**src/arpc_pkg.sv**
```systemverilog
`default_nettype none
package arpc_pkg;

  localparam int CACHE_ENTRIES_DEF   = 16;
  localparam int PENDING_TARGETS_DEF = 8;
  localparam int QUEUE_SLOTS_DEF     = 16;
  localparam int TAG_BITS_DEF        = 8;

  localparam int AGE_W = 20;

  localparam logic [AGE_W-1:0] LIFETIME_RST = 20'd30000;
  localparam logic [AGE_W-1:0] HOLDOFF_RST  = 20'd5000;

  localparam logic [47:0] MAC_BCAST = 48'hFFFF_FFFF_FFFF;

  localparam logic [15:0] ETH_IPV4 = 16'h0800;
  localparam logic [15:0] ETH_ARP  = 16'h0806;
  localparam logic [15:0] ARP_OP_REQUEST = 16'd1;

  typedef enum logic [1:0] {
    FUNC_SEND = 2'd0,
    FUNC_RECV = 2'd1,
    FUNC_TICK = 2'd2
  } func_t;

  typedef enum logic [2:0] {
    KIND_IPV4    = 3'd0,
    KIND_ARP_REQ = 3'd1,
    KIND_ARP_REP = 3'd2,
    KIND_DELIVER = 3'd3,
    KIND_DROP    = 3'd4
  } kind_t;

  typedef enum logic [1:0] {
    REG_OWN_MAC  = 2'd0,
    REG_OWN_IP   = 2'd1,
    REG_LIFETIME = 2'd2,
    REG_HOLDOFF  = 2'd3
  } reg_idx_t;

endpackage
`default_nettype wire

```
**src/arp_resolver_with_cache.sv**
```systemverilog
// Channel  Direction  Handshake               Payload
// s_axis   in         tvalid/tready           tuser func, tdata request fields
// m_axis   out        tvalid/tready/tlast     tuser out_kind, tdata result fields
// apb      in         psel/penable/pwrite     four config registers, 8-byte stride
//
// Send scans the cache table and, on a miss, the pending table.
// An ARP frame scans the cache, the pending table and the queue.
// A tick ages the cache and pending tables. One item at a time: s_axis_tready
// is high only in idle, after the previous transaction has finished.
// A stalled m_axis holds the sequencer at the next result.
// Reset clears all valid bits and queue pointers.
`default_nettype none
module arp_resolver_with_cache #(
  parameter int CACHE_ENTRIES   = arpc_pkg::CACHE_ENTRIES_DEF,
  parameter int PENDING_TARGETS = arpc_pkg::PENDING_TARGETS_DEF,
  parameter int QUEUE_SLOTS     = arpc_pkg::QUEUE_SLOTS_DEF,
  parameter int TAG_BITS        = arpc_pkg::TAG_BITS_DEF,
  localparam int IW = ((241 + TAG_BITS + 7) / 8) * 8,
  localparam int OW = ((80 + TAG_BITS + 7) / 8) * 8
) (
  input  wire logic          clk,
  input  wire logic          rst,
  input  wire logic          s_axis_tvalid,
  output logic               s_axis_tready,
  // hop_ip, datagram_tag, frame_dst_mac, frame_ethertype, payload_ok,
  // arp_opcode, arp_sender_mac, arp_sender_ip, arp_target_ip, elapsed_ms
  input  wire logic [IW-1:0] s_axis_tdata,
  // func
  input  wire logic [1:0]    s_axis_tuser,
  output logic               m_axis_tvalid,
  input  wire logic          m_axis_tready,
  // dst_mac, target_ip, out_tag
  output logic [OW-1:0]      m_axis_tdata,
  // out_kind
  output logic [2:0]         m_axis_tuser,
  output logic               m_axis_tlast,
  input  wire logic          psel,
  input  wire logic          penable,
  input  wire logic          pwrite,
  input  wire logic [4:0]    paddr,
  input  wire logic [63:0]   pwdata,
  output logic [63:0]        prdata,
  output logic               pready
);

  localparam int AW = arpc_pkg::AGE_W;
  localparam int CW = (CACHE_ENTRIES > 1) ? $clog2(CACHE_ENTRIES) : 1;
  localparam int PW = (PENDING_TARGETS > 1) ? $clog2(PENDING_TARGETS) : 1;
  localparam int QW = (QUEUE_SLOTS > 1) ? $clog2(QUEUE_SLOTS) : 1;
  localparam int SW = (CW > PW) ? CW : PW;

  typedef enum logic [3:0] {
    S_IDLE, S_CSCAN, S_PSCAN, S_PREQ, S_QUEUE, S_DELIV, S_LSCAN, S_LWRITE,
    S_LPEND, S_FLUSH, S_HEAD, S_REPLY, S_TCACHE, S_TPEND, S_FIN
  } state_t;

  state_t state;

  logic [47:0]   own_mac;
  logic [31:0]   own_ip;
  logic [AW-1:0] lifetime;
  logic [AW-1:0] holdoff;

  logic [CACHE_ENTRIES-1:0] cache_valid;
  logic [31:0]   cache_ip  [CACHE_ENTRIES];
  logic [47:0]   cache_mac [CACHE_ENTRIES];
  logic [AW-1:0] cache_age [CACHE_ENTRIES];
  logic [PENDING_TARGETS-1:0] pending_valid;
  logic [31:0]   pending_ip  [PENDING_TARGETS];
  logic [AW-1:0] pending_age [PENDING_TARGETS];
  logic [QUEUE_SLOTS-1:0] queue_valid;
  logic [31:0]         queue_ip  [QUEUE_SLOTS];
  logic [TAG_BITS-1:0] queue_tag [QUEUE_SLOTS];
  logic [QW-1:0] queue_head;
  logic [QW-1:0] queue_tail;

  logic [31:0]         hop_ip;
  logic [TAG_BITS-1:0] tag;
  logic [15:0]         opcode;
  logic [47:0]         smac;
  logic [31:0]         sip;
  logic [31:0]         tip;
  logic [15:0]         elapsed;

  logic [CW-1:0] ci;
  logic [PW-1:0] pi;
  logic [QW-1:0] qs;
  logic [QW-1:0] qk;
  logic          match;
  logic [CW-1:0] cslot;
  logic [PW-1:0] pslot;
  logic          ff_found;
  logic [SW-1:0] ff_idx;
  logic [SW-1:0] best_idx;
  logic [AW-1:0] best_age;

  logic          have_prev;
  logic [2:0]    prev_kind;
  logic [47:0]   prev_mac;
  logic [31:0]   prev_ip;
  logic [TAG_BITS-1:0] prev_tag;
  logic [2:0]    out_kind;
  logic [47:0]   out_mac;
  logic [31:0]   out_ip;
  logic [TAG_BITS-1:0] out_tag;

  logic          em_req;
  logic [2:0]    em_kind;
  logic [47:0]   em_mac;
  logic [31:0]   em_ip;
  logic [TAG_BITS-1:0] em_tag;
  logic          out_free;
  logic          stall;
  logic          push_mid;
  logic          push_fin;

  logic          trk_valid;
  logic [AW-1:0] trk_age;
  logic [SW-1:0] trk_i;
  logic          ff_found_next;
  logic [SW-1:0] ff_idx_next;
  logic [SW-1:0] best_idx_next;
  logic [AW-1:0] best_age_next;
  logic [SW-1:0] slot_next;

  logic [AW-1:0] age_in;
  logic [AW:0]   age_sum;
  logic [AW-1:0] age_next;

  logic          for_us;
  logic          c_hit;
  logic          p_hit;
  logic          q_hit;
  logic [QW-1:0] qs_inc;
  logic [QW-1:0] head_inc;
  logic [QW-1:0] tail_inc;
  logic          cfg_wr;

  assign pready        = 1'b1;
  assign cfg_wr        = psel && penable && pwrite && pready;
  assign s_axis_tready = (state == S_IDLE);
  assign m_axis_tdata  = OW'({out_tag, out_ip, out_mac});
  assign m_axis_tuser  = out_kind;

  always_comb begin
    case (arpc_pkg::reg_idx_t'(paddr[4:3]))
      arpc_pkg::REG_OWN_MAC:  prdata = {16'd0, own_mac};
      arpc_pkg::REG_OWN_IP:   prdata = {32'd0, own_ip};
      arpc_pkg::REG_LIFETIME: prdata = {44'd0, lifetime};
      arpc_pkg::REG_HOLDOFF:  prdata = {44'd0, holdoff};
      default:                prdata = '0;
    endcase
  end

  assign for_us = ((s_axis_tdata[40+TAG_BITS-8 +: 48] == own_mac) ||
                   (s_axis_tdata[40+TAG_BITS-8 +: 48] == arpc_pkg::MAC_BCAST)) &&
                  s_axis_tdata[104+TAG_BITS-8];

  assign c_hit = cache_valid[ci] && (cache_ip[ci] == ((state == S_CSCAN) ? hop_ip : sip));
  assign p_hit = pending_valid[pi] && (pending_ip[pi] == ((state == S_PSCAN) ? hop_ip : sip));
  assign q_hit = queue_valid[qs] && (queue_ip[qs] == sip);

  assign qs_inc   = (qs == QW'(QUEUE_SLOTS - 1)) ? '0 : qs + QW'(1);
  assign head_inc = (queue_head == QW'(QUEUE_SLOTS - 1)) ? '0 : queue_head + QW'(1);
  assign tail_inc = (queue_tail == QW'(QUEUE_SLOTS - 1)) ? '0 : queue_tail + QW'(1);

  // oldest-entry / first-free tracker shared by the cache and pending scans
  always_comb begin
    if (state == S_PSCAN) begin
      trk_valid = pending_valid[pi];
      trk_age   = pending_age[pi];
      trk_i     = SW'(pi);
    end else begin
      trk_valid = cache_valid[ci];
      trk_age   = cache_age[ci];
      trk_i     = SW'(ci);
    end
    ff_found_next = ff_found;
    ff_idx_next   = ff_idx;
    best_idx_next = best_idx;
    best_age_next = best_age;
    if (!ff_found && !trk_valid) begin
      ff_found_next = 1'b1;
      ff_idx_next   = trk_i;
    end
    if (trk_i == '0) begin
      best_idx_next = '0;
      best_age_next = trk_age;
    end else if (trk_valid && (trk_age > best_age)) begin
      best_idx_next = trk_i;
      best_age_next = trk_age;
    end
    slot_next = ff_found_next ? ff_idx_next : best_idx_next;
  end

  // shared saturating age adder
  always_comb begin
    age_in   = (state == S_TPEND) ? pending_age[pi] : cache_age[ci];
    age_sum  = {1'b0, age_in} + {{(AW - 15){1'b0}}, elapsed};
    age_next = age_sum[AW] ? {AW{1'b1}} : age_sum[AW-1:0];
  end

  always_comb begin
    em_req  = 1'b0;
    em_kind = arpc_pkg::KIND_IPV4;
    em_mac  = '0;
    em_ip   = '0;
    em_tag  = '0;
    case (state)
      S_CSCAN: begin
        em_req = c_hit;
        em_mac = cache_mac[ci];
        em_ip  = hop_ip;
        em_tag = tag;
      end
      S_PREQ: begin
        em_req  = 1'b1;
        em_kind = arpc_pkg::KIND_ARP_REQ;
        em_mac  = arpc_pkg::MAC_BCAST;
        em_ip   = hop_ip;
      end
      S_QUEUE: begin
        em_req  = queue_valid[queue_tail];
        em_kind = arpc_pkg::KIND_DROP;
        em_ip   = hop_ip;
        em_tag  = tag;
      end
      S_DELIV: begin
        em_req  = 1'b1;
        em_kind = arpc_pkg::KIND_DELIVER;
      end
      S_FLUSH: begin
        em_req = q_hit;
        em_mac = smac;
        em_ip  = sip;
        em_tag = queue_tag[qs];
      end
      S_REPLY: begin
        em_req  = (opcode == arpc_pkg::ARP_OP_REQUEST) && (tip == own_ip);
        em_kind = arpc_pkg::KIND_ARP_REP;
        em_mac  = smac;
        em_ip   = sip;
      end
      default: em_req = 1'b0;
    endcase
  end

  assign out_free = !m_axis_tvalid || m_axis_tready;
  assign stall    = em_req && have_prev && !out_free;
  assign push_mid = em_req && !stall && have_prev;
  assign push_fin = (state == S_FIN) && have_prev && out_free;

  always_ff @(posedge clk) begin
    if (rst) begin
      state         <= S_IDLE;
      own_mac       <= '0;
      own_ip        <= '0;
      lifetime      <= arpc_pkg::LIFETIME_RST;
      holdoff       <= arpc_pkg::HOLDOFF_RST;
      cache_valid   <= '0;
      pending_valid <= '0;
      queue_valid   <= '0;
      queue_head    <= '0;
      queue_tail    <= '0;
      have_prev     <= 1'b0;
      m_axis_tvalid <= 1'b0;
    end else begin
      if (cfg_wr) begin
        case (arpc_pkg::reg_idx_t'(paddr[4:3]))
          arpc_pkg::REG_OWN_MAC:  own_mac  <= pwdata[47:0];
          arpc_pkg::REG_OWN_IP:   own_ip   <= pwdata[31:0];
          arpc_pkg::REG_LIFETIME: lifetime <= pwdata[AW-1:0];
          arpc_pkg::REG_HOLDOFF:  holdoff  <= pwdata[AW-1:0];
          default: ;
        endcase
      end

      if (push_mid || push_fin) begin
        m_axis_tvalid <= 1'b1;
        m_axis_tlast  <= push_fin;
        out_kind      <= prev_kind;
        out_mac       <= prev_mac;
        out_ip        <= prev_ip;
        out_tag       <= prev_tag;
      end else if (m_axis_tready) begin
        m_axis_tvalid <= 1'b0;
      end

      if (em_req && !stall) begin
        have_prev <= 1'b1;
        prev_kind <= em_kind;
        prev_mac  <= em_mac;
        prev_ip   <= em_ip;
        prev_tag  <= em_tag;
      end

      if (!stall) begin
        case (state)
          S_IDLE: begin
            if (s_axis_tvalid) begin
              hop_ip  <= s_axis_tdata[31:0];
              tag     <= s_axis_tdata[32 +: TAG_BITS];
              opcode  <= s_axis_tdata[105+TAG_BITS-8 +: 16];
              smac    <= s_axis_tdata[121+TAG_BITS-8 +: 48];
              sip     <= s_axis_tdata[169+TAG_BITS-8 +: 32];
              tip     <= s_axis_tdata[201+TAG_BITS-8 +: 32];
              elapsed <= s_axis_tdata[233+TAG_BITS-8 +: 16];
              ci       <= '0;
              pi       <= '0;
              match    <= 1'b0;
              ff_found <= 1'b0;
              case (arpc_pkg::func_t'(s_axis_tuser))
                arpc_pkg::FUNC_SEND: state <= S_CSCAN;
                arpc_pkg::FUNC_RECV: begin
                  if (for_us &&
                      (s_axis_tdata[88+TAG_BITS-8 +: 16] == arpc_pkg::ETH_IPV4)) begin
                    state <= S_DELIV;
                  end else if (for_us &&
                               (s_axis_tdata[88+TAG_BITS-8 +: 16] == arpc_pkg::ETH_ARP)) begin
                    state <= S_LSCAN;
                  end
                end
                arpc_pkg::FUNC_TICK: state <= S_TCACHE;
                default: ;
              endcase
            end
          end
          S_CSCAN: begin
            if (c_hit) begin
              state <= S_FIN;
            end else if (ci == CW'(CACHE_ENTRIES - 1)) begin
              state <= S_PSCAN;
            end else begin
              ci <= ci + CW'(1);
            end
          end
          S_PSCAN: begin
            ff_found <= ff_found_next;
            ff_idx   <= ff_idx_next;
            best_idx <= best_idx_next;
            best_age <= best_age_next;
            if (p_hit) begin
              match <= 1'b1;
            end
            if (pi == PW'(PENDING_TARGETS - 1)) begin
              pslot <= PW'(slot_next);
              state <= (match || p_hit) ? S_QUEUE : S_PREQ;
            end else begin
              pi <= pi + PW'(1);
            end
          end
          S_PREQ: begin
            pending_valid[pslot] <= 1'b1;
            pending_ip[pslot]    <= hop_ip;
            pending_age[pslot]   <= '0;
            state                <= S_QUEUE;
          end
          S_QUEUE: begin
            if (!queue_valid[queue_tail]) begin
              queue_valid[queue_tail] <= 1'b1;
              queue_ip[queue_tail]    <= hop_ip;
              queue_tag[queue_tail]   <= tag;
              queue_tail              <= tail_inc;
            end
            state <= S_FIN;
          end
          S_DELIV: state <= S_FIN;
          S_LSCAN: begin
            ff_found <= ff_found_next;
            ff_idx   <= ff_idx_next;
            best_idx <= best_idx_next;
            best_age <= best_age_next;
            if (c_hit) begin
              match <= 1'b1;
              cslot <= ci;
            end
            if (ci == CW'(CACHE_ENTRIES - 1)) begin
              if (!(c_hit || match)) begin
                cslot <= CW'(slot_next);
              end
              state <= S_LWRITE;
            end else begin
              ci <= ci + CW'(1);
            end
          end
          S_LWRITE: begin
            cache_valid[cslot] <= 1'b1;
            cache_ip[cslot]    <= sip;
            cache_mac[cslot]   <= smac;
            cache_age[cslot]   <= '0;
            state              <= S_LPEND;
          end
          S_LPEND: begin
            if (p_hit) begin
              pending_valid[pi] <= 1'b0;
            end
            if (pi == PW'(PENDING_TARGETS - 1)) begin
              qs    <= queue_head;
              qk    <= '0;
              state <= S_FLUSH;
            end else begin
              pi <= pi + PW'(1);
            end
          end
          S_FLUSH: begin
            if (q_hit) begin
              queue_valid[qs] <= 1'b0;
            end
            qs <= qs_inc;
            if (qk == QW'(QUEUE_SLOTS - 1)) begin
              state <= S_HEAD;
            end else begin
              qk <= qk + QW'(1);
            end
          end
          S_HEAD: begin
            if (queue_valid == '0) begin
              queue_head <= queue_tail;
              state      <= S_REPLY;
            end else if (!queue_valid[queue_head]) begin
              queue_head <= head_inc;
            end else begin
              state <= S_REPLY;
            end
          end
          S_REPLY: state <= S_FIN;
          S_TCACHE: begin
            if (cache_valid[ci]) begin
              cache_age[ci] <= age_next;
              if (age_next >= lifetime) begin
                cache_valid[ci] <= 1'b0;
              end
            end
            if (ci == CW'(CACHE_ENTRIES - 1)) begin
              state <= S_TPEND;
            end else begin
              ci <= ci + CW'(1);
            end
          end
          S_TPEND: begin
            if (pending_valid[pi]) begin
              pending_age[pi] <= age_next;
              if (age_next >= holdoff) begin
                pending_valid[pi] <= 1'b0;
              end
            end
            if (pi == PW'(PENDING_TARGETS - 1)) begin
              state <= S_FIN;
            end else begin
              pi <= pi + PW'(1);
            end
          end
          S_FIN: begin
            if (!have_prev) begin
              state <= S_IDLE;
            end else if (out_free) begin
              have_prev <= 1'b0;
              state     <= S_IDLE;
            end
          end
          default: state <= S_IDLE;
        endcase
      end
    end
  end

`ifndef SYNTHESIS
  a_idle_no_held: assert property (@(posedge clk) disable iff (rst)
    (state == S_IDLE) |-> !have_prev)
    else $error("held result left in idle");

  a_busy_after_send: assert property (@(posedge clk) disable iff (rst)
    (s_axis_tvalid && s_axis_tready && (s_axis_tuser == arpc_pkg::FUNC_SEND))
      |=> !s_axis_tready)
    else $error("ready right after accepted send");

  a_hold_stalled: assert property (@(posedge clk) disable iff (rst)
    (m_axis_tvalid && !m_axis_tready) |=> (m_axis_tvalid && $stable(m_axis_tdata)))
    else $error("stalled result changed");
`endif

endmodule
`default_nettype wire

```
**config.mk**
```make
export PLATFORM = sky130hd
export DESIGN_NAME = arp_resolver_with_cache
export DESIGN_NICKNAME = d
export VERILOG_FILES = /design/src/arpc_pkg.sv /design/src/arp_resolver_with_cache.sv
export SDC_FILE = /design/constraint.sdc
export NUM_CORES = 2
export LEC_CHECK = 0
export CORE_MARGIN = 10
export CORE_UTILIZATION = 24
export CTS_BUF_LIST = sky130_fd_sc_hd__clkbuf_4 sky130_fd_sc_hd__clkbuf_8
export DETAILED_ROUTE_END_ITERATION = 8
export DONT_BUFFER_PORTS = 1
export GPL_TIMING_DRIVEN = 1
export PLACE_DENSITY = 0.37
export SLEW_MARGIN = 20
export SYNTH_ARGS = -nofsm -noshare
export SYNTH_HDL_FRONTEND = slang
export SYNTH_SLANG_ARGS = --single-unit
```
**constraint.sdc**
```tcl
create_clock -name clk -period 15.74 [get_ports clk]
set_input_delay 3.148 -clock clk [delete_from_list [all_inputs] [get_ports clk]]
set_output_delay 3.148 -clock clk [all_outputs]
set_load 0.01 [all_outputs]
```
Yosys cells after proc, flatten, opt, wreduce, memory -nomap -nowiden --
Memories as Yosys holds them, arrays and structs flattened. A register that Yosys moved wholly into a read port is not among the register bits. Index checks and enable logic that the tools add are counted.
Storage, ports and cells: register bits after elaboration 593, word-level logic and storage cells 359, bits of input ports 334, memories kept 7, bits in writable memories 2656, output and inout bits 159
Operators by class: $lt $le $gt $ge 16, bitwise gates (word level) 12, reduce and logical (&&, ||, !) cells 81, multiplexer cells 138, $add $sub $neg 7, equality and inequality tests 59
Memories:
- cache_mac | words 16, bits a word 48, read ports 1, clocked after memory_dff 1, write ports 1, line arp_resolver_with_cache.sv:66 | logic [47:0] cache_mac [CACHE_ENTRIES];
- cache_ip | words 16, bits a word 32, read ports 1, clocked after memory_dff 1, write ports 1, line arp_resolver_with_cache.sv:65 | logic [31:0] cache_ip [CACHE_ENTRIES];
- queue_ip | words 16, bits a word 32, read ports 1, clocked after memory_dff 1, write ports 1, line arp_resolver_with_cache.sv:72 | logic [31:0] queue_ip [QUEUE_SLOTS];
- cache_age | words 16, bits a word 20, read ports 1, clocked after memory_dff 1, write ports 1, line arp_resolver_with_cache.sv:67 | logic [AW-1:0] cache_age [CACHE_ENTRIES];
- pending_ip | words 8, bits a word 32, read ports 1, clocked after memory_dff 1, write ports 1, line arp_resolver_with_cache.sv:69 | logic [31:0] pending_ip [PENDING_TARGETS];
- pending_age | words 8, bits a word 20, read ports 1, clocked after memory_dff 1, write ports 1, line arp_resolver_with_cache.sv:70 | logic [AW-1:0] pending_age [PENDING_TARGETS];
- +1 memories
Operators by type and width (number):
- $pmux 64 s4 | 1
- $mux 4 | 40
- $pmux 48 s3 | 1
- $mux 20 | 7
- $eq 32x32->1 | 4
- $mux 16 | 4
- $mux 32 | 2
- $pmux 16 s2 | 2
- $pmux 32 s2 | 1
- $pmux 4 s13 | 1
- $eq 4x4->1 const B | 12
- $eq 48x48->1 | 1
- $eq 48x48->1 const B | 1
- $mux 1 | 48
- $ge 20x20->1 | 2
- $reduce_or 20->1 | 2
- $ne 2x2->1 const B | 17
- $and 16x16->16 | 2
- $eq 16x12->1 const B | 2
- $not 16->16 | 2
- $or 16x16->16 | 2
- $reduce_and 4->1 | 7
- $lt 4x5->1 const B | 5
- $mux 8 | 3
- 52 further kinds | 144

Logic depth before layout (Yosys ltp) --
word-level depth 14, depth in mapped cells 36, gate-level depth less buffers 27

Least setup slack after synthesis --
OpenSTA, ideal clock, no wires.
kind input to register, start input port rst, end register elapsed[0], enable pin, path slack 3.534 ns, required time 15.010 ns, setup time 0.730 ns, buffers on the path 1, data arrival time 11.475 ns, stages on the path 4, path through clkbuf_1 -> a41oi_1 -> a31oi_4 -> nor2_1
Between the ends: longest elaborated chain between the ends 2
RTL lines:
- start, declared | line arp_resolver_with_cache.sv:22 | input wire logic rst,
- $not 1->1 (no source line)
- $reduce_and 4->1 (no source line)
- end signal, assigned | line arp_resolver_with_cache.sv:307 | elapsed <= s_axis_tdata[233+TAG_BITS-8 +: 16];
- end, declared | line arp_resolver_with_cache.sv:83 | logic [15:0] elapsed;
No other way between the ends. A chain may end at the register's enable or synchronous reset.

==> run_results.csv <==
group,metric,value,unit
setup_path,critPathSlowestCell,"nor4b_1",
synth,ys.warnings.count,0,
clock_network,clk_pin_slew,60,ps
timing,worst_pin_slew,1210,ps
detailed_routing,wl_per_cell,28.7,um
setup_path,cp_top_family,"buffers and inverters",
setup_path,worst-path-buf-inv,7,
timing,skew,154,ps
setup_path,slowest_delay,1000,ps
timing,drv_slew,0,
timing,timing.slew.headroom,19.1,%
detailed_routing,vias,68300,
timing,worst_hold_slack,400,ps
die,fp.dieW,757,um
setup_path,path_cells,"buf_4, buf_4, buf_4, mux4_2, a22o_1, a221oi_1, xnor2_1, o2111ai_1, nor4b_1, nand4_1, buf_4, nor2_1, nor3_1, nor3_2, buf_4, buf_4, buf_4",
synth,synth_edf_count,3075,
die,fp-row-count,270,
setup_path,critPathLaunchType,"flip-flop",
detailed_routing,wl,429,mm
clock_network,cts-root-buf,"clkbuf_8",
min_path,hp-class,"flip-flop to flip-flop",
placed_design,hpwlAfterDp,250,mm
die,coreArea,541000,um^2
detailed_routing,drt_pass1_iterations,5,
pwr,total_power,23600,uW
clock_network,cts_post_setup_buffers_inserted,0,
synth,synthCells,6780,
clock_network,post_cts_resized,0,
clock_network,clk_path_buf_depth,4,
synth,ys_types,91,
grt,grt_max_degree,164,
clock_network,clock_latency,1280,ps
job,drv_cap,0,
timing,final-hold-violation-count,0,
clock_network,cts-htree-levels,6,
synth,syn_area,130000,um^2
final_layout,drive_gt1_share,27.0,%
die,pin_count,493,
setup_path,worstPathArrival,10570,ps
synth,synth_top_cell_by_area,"edfxtp_1",
detailed_routing,vias_per_cell,4.57,
synth,synthFlopType,"edfxtp_1",
setup_path,crit_type,"flip-flop to flip-flop",
die,dieArea,573000,um^2
pwr,p_leak,0.0470,uW
pwr,vdd_drop_max,0.000128,V
placed_design,gp_congestion,0.796,
timing,post-route-min-period,9730,ps
synth,ys_seq_elements,3260,
clock_network,cts_tree,"built",
die,chipHeight,757,um
timing,fmax,0.103,GHz
synth,synthArstFlopShare,0,%
setup_path,timing.critical_path.mode_cell,"buf_4",
final_layout,fillCellCount,53900,
setup_path,crit_fanout,63,
timing,fin_crit_sh,61.8,%
setup_path,critical_path_required,16580,ps
clock_network,cts_sinks,3260,
synth,synth_area_leaders,"edfxtp_1 (71%), mux4_2 (12%), dfxtp_1 (2.8%), mux2i_1 (2.2%), nand2_1 (1.0%)",
clock_network,cts_made_buffers,598,
clock_network,hold_buffers,0,
detailed_routing,drt_iter0_markers,6002,
timing,tns,0,ps
final_layout,post-route-util,28.1,%
grt,grt.total_usage,14.5,%
final_layout,layout-area-overhead-vs-synth,16.6,%
placed_design,numPortBuffers,0,
final_layout,nNetsFinal,7691,
timing,setup-violations-final,0,
setup_path,cp-end-kind,"flip-flop",
status,status,"complete, no violations",
die,start_util,24.1,%
synth,yosysTopAreaCellShare,70.8,%
grt,antenna_found_initial,60,
detailed_routing,ant_nets,0,
grt,grt_pass1_vias,72600,
detailed_routing,drc_errors,0,
synth,synth-seq-area-share,73.7,%
pwr,power_density,155,nW/um^2
timing,rsz0062_at_grt,"no",
synth,synth.avg_cell_area,19.2,um^2
grt,grt_pass1_wl,591,mm
grt,grt.overflow.total,0,
-- final timing paths --
path                      end  depth (start not counted)  slack [ps]    startpoint
hold / removal    out_mac[41]                          0         400  prev_mac[41]
hold reg to reg   out_mac[41]                          0         400  prev_mac[41]
setup / recovery   out_mac[6]                         17        6010     flip-flop
setup reg to reg   out_mac[6]                         17        6010     flip-flop
-- power by group --
group / internal (uW) / leakage, uW / switching, uW
registers: 9920 / 0.0286 / 405
logic: 2140 / 0.0122 / 3030
clock network: 4380 / 0.00619 / 3720
-- placed cells by master, fill, tap and decap left out, drive strengths merged, types with 20 or more instances in the layout --
master	count
nor2	221
o22ai	23
nand4	67
nand2	364
a21o	28
a22oi	34
nand3	46
a21oi	192
dfxtp	185
a22o	52
clkbuf	830
diode	25
inv	158
nand2b	25
clkinv	154
xnor2	120
a221oi	23
nor3	46
edfxtp	3075
xor2	84
nor4	42
ha	95
mux2i	285
buf	226
mux4	723
mux2	73
a221o	48
nor2b	41
o21ai	111
o211ai	21
a31oi	20
and2	40
-- area by class of cell --
cell class | count | area (um^2) | area share [%]
clock buffers | 830 | 10100 | 6.61
well taps | 7208 | 9020 | 5.93
multi-input cells | 3053 | 32800 | 21.6
clock inverters | 214 | 1700 | 1.12
inverters | 122 | 463 | 0.304
flip-flops and latches | 3260 | 96100 | 63.2
repair buffers | 226 | 1880 | 1.24
diodes | 25 | 62.6 | 0.0411
-- Yosys cell counts (7+ instances only) --
cell type / number
a211oi_1: 17
a21o_1: 28
a21oi_1: 192
a221o_1: 48
a221oi_1: 23
a22o_1: 52
a22oi_1: 34
a31oi_1: 19
a32o_1: 14
and2_1: 40
and3_1: 12
and4_1: 8
buf_1: 55
buf_2: 97
buf_4: 26
clkbuf_1: 179
dfxtp_1: 185
edfxtp_1: 3075
ha_1: 95
inv_1: 119
mux2_2: 73
mux2i_1: 285
mux4_2: 723
nand2_1: 363
nand2b_1: 25
nand3_1: 46
nand4_1: 67
nor2_1: 221
nor2b_1: 41
nor3_1: 46
nor4_1: 42
o211ai_1: 21
o21a_1: 16
o21ai_0: 108
o22ai_1: 23
o31ai_1: 9
or2_2: 10
or3_1: 7
xnor2_1: 120
xor2_1: 84
-- cell families (layout without fill, tap and decap cells) --
| group | after synthesis | in the layout | share of synthesized area (%) |
|---|---|---|---|
| flip-flops | 3260 | 3260 | 73.7 |
| multiplexers | 1081 | 1081 | 15.3 |
| AND/OR/NAND/NOR | 963 | 963 | 3.49 |
| AO/OA/AOI/OAI | 692 | 692 | 3.68 |
| buffers and inverters | 482 | 1392 | 1.57 |
| XOR/XNOR | 204 | 204 | 1.37 |
| adder cells (fa/ha/maj) | 96 | 96 | 0.927 |
| other | 2 | 42 | 0.00576 |
-- per-stage QoR --
step	setup slack [ps]	std cells	cell area [um^2]
floorplan	3530	6795	130000
global placement	5840	13900	140000
detailed placement	5820	13900	140000
CTS	5810	14900	152000
global route	5560	14900	152000
finish	6010	14900	152000
-- routing by layer --
layer | part of all wire [%] | global-route usage, % | vias to the layer above
met4 | 2.3 | 3.60 | 20
met2 | 49 | 24.3 | 2032
met3 | 5.0 | 2.55 | 667
li1 | - | - | 28700
met5 | 0.032 | 0 | -
met1 | 44 | 19.4 | 36900
-- registers in the layout (all words and copies together) (netlist names), 32 cells and up, named ones only --
signal       flops
queue_tag      128
own_mac         48
pending_ip     256
pending_age    160
prev_ip         32
smac            48
own_ip          32
hop_ip          32
cache_age      320
out_mac         48
cache_mac      768
sip             32
cache_ip       512
queue_ip       512
prev_mac        48
tip             32
out_ip          32
No activity file was read; power rests on OpenSTA's default activity.
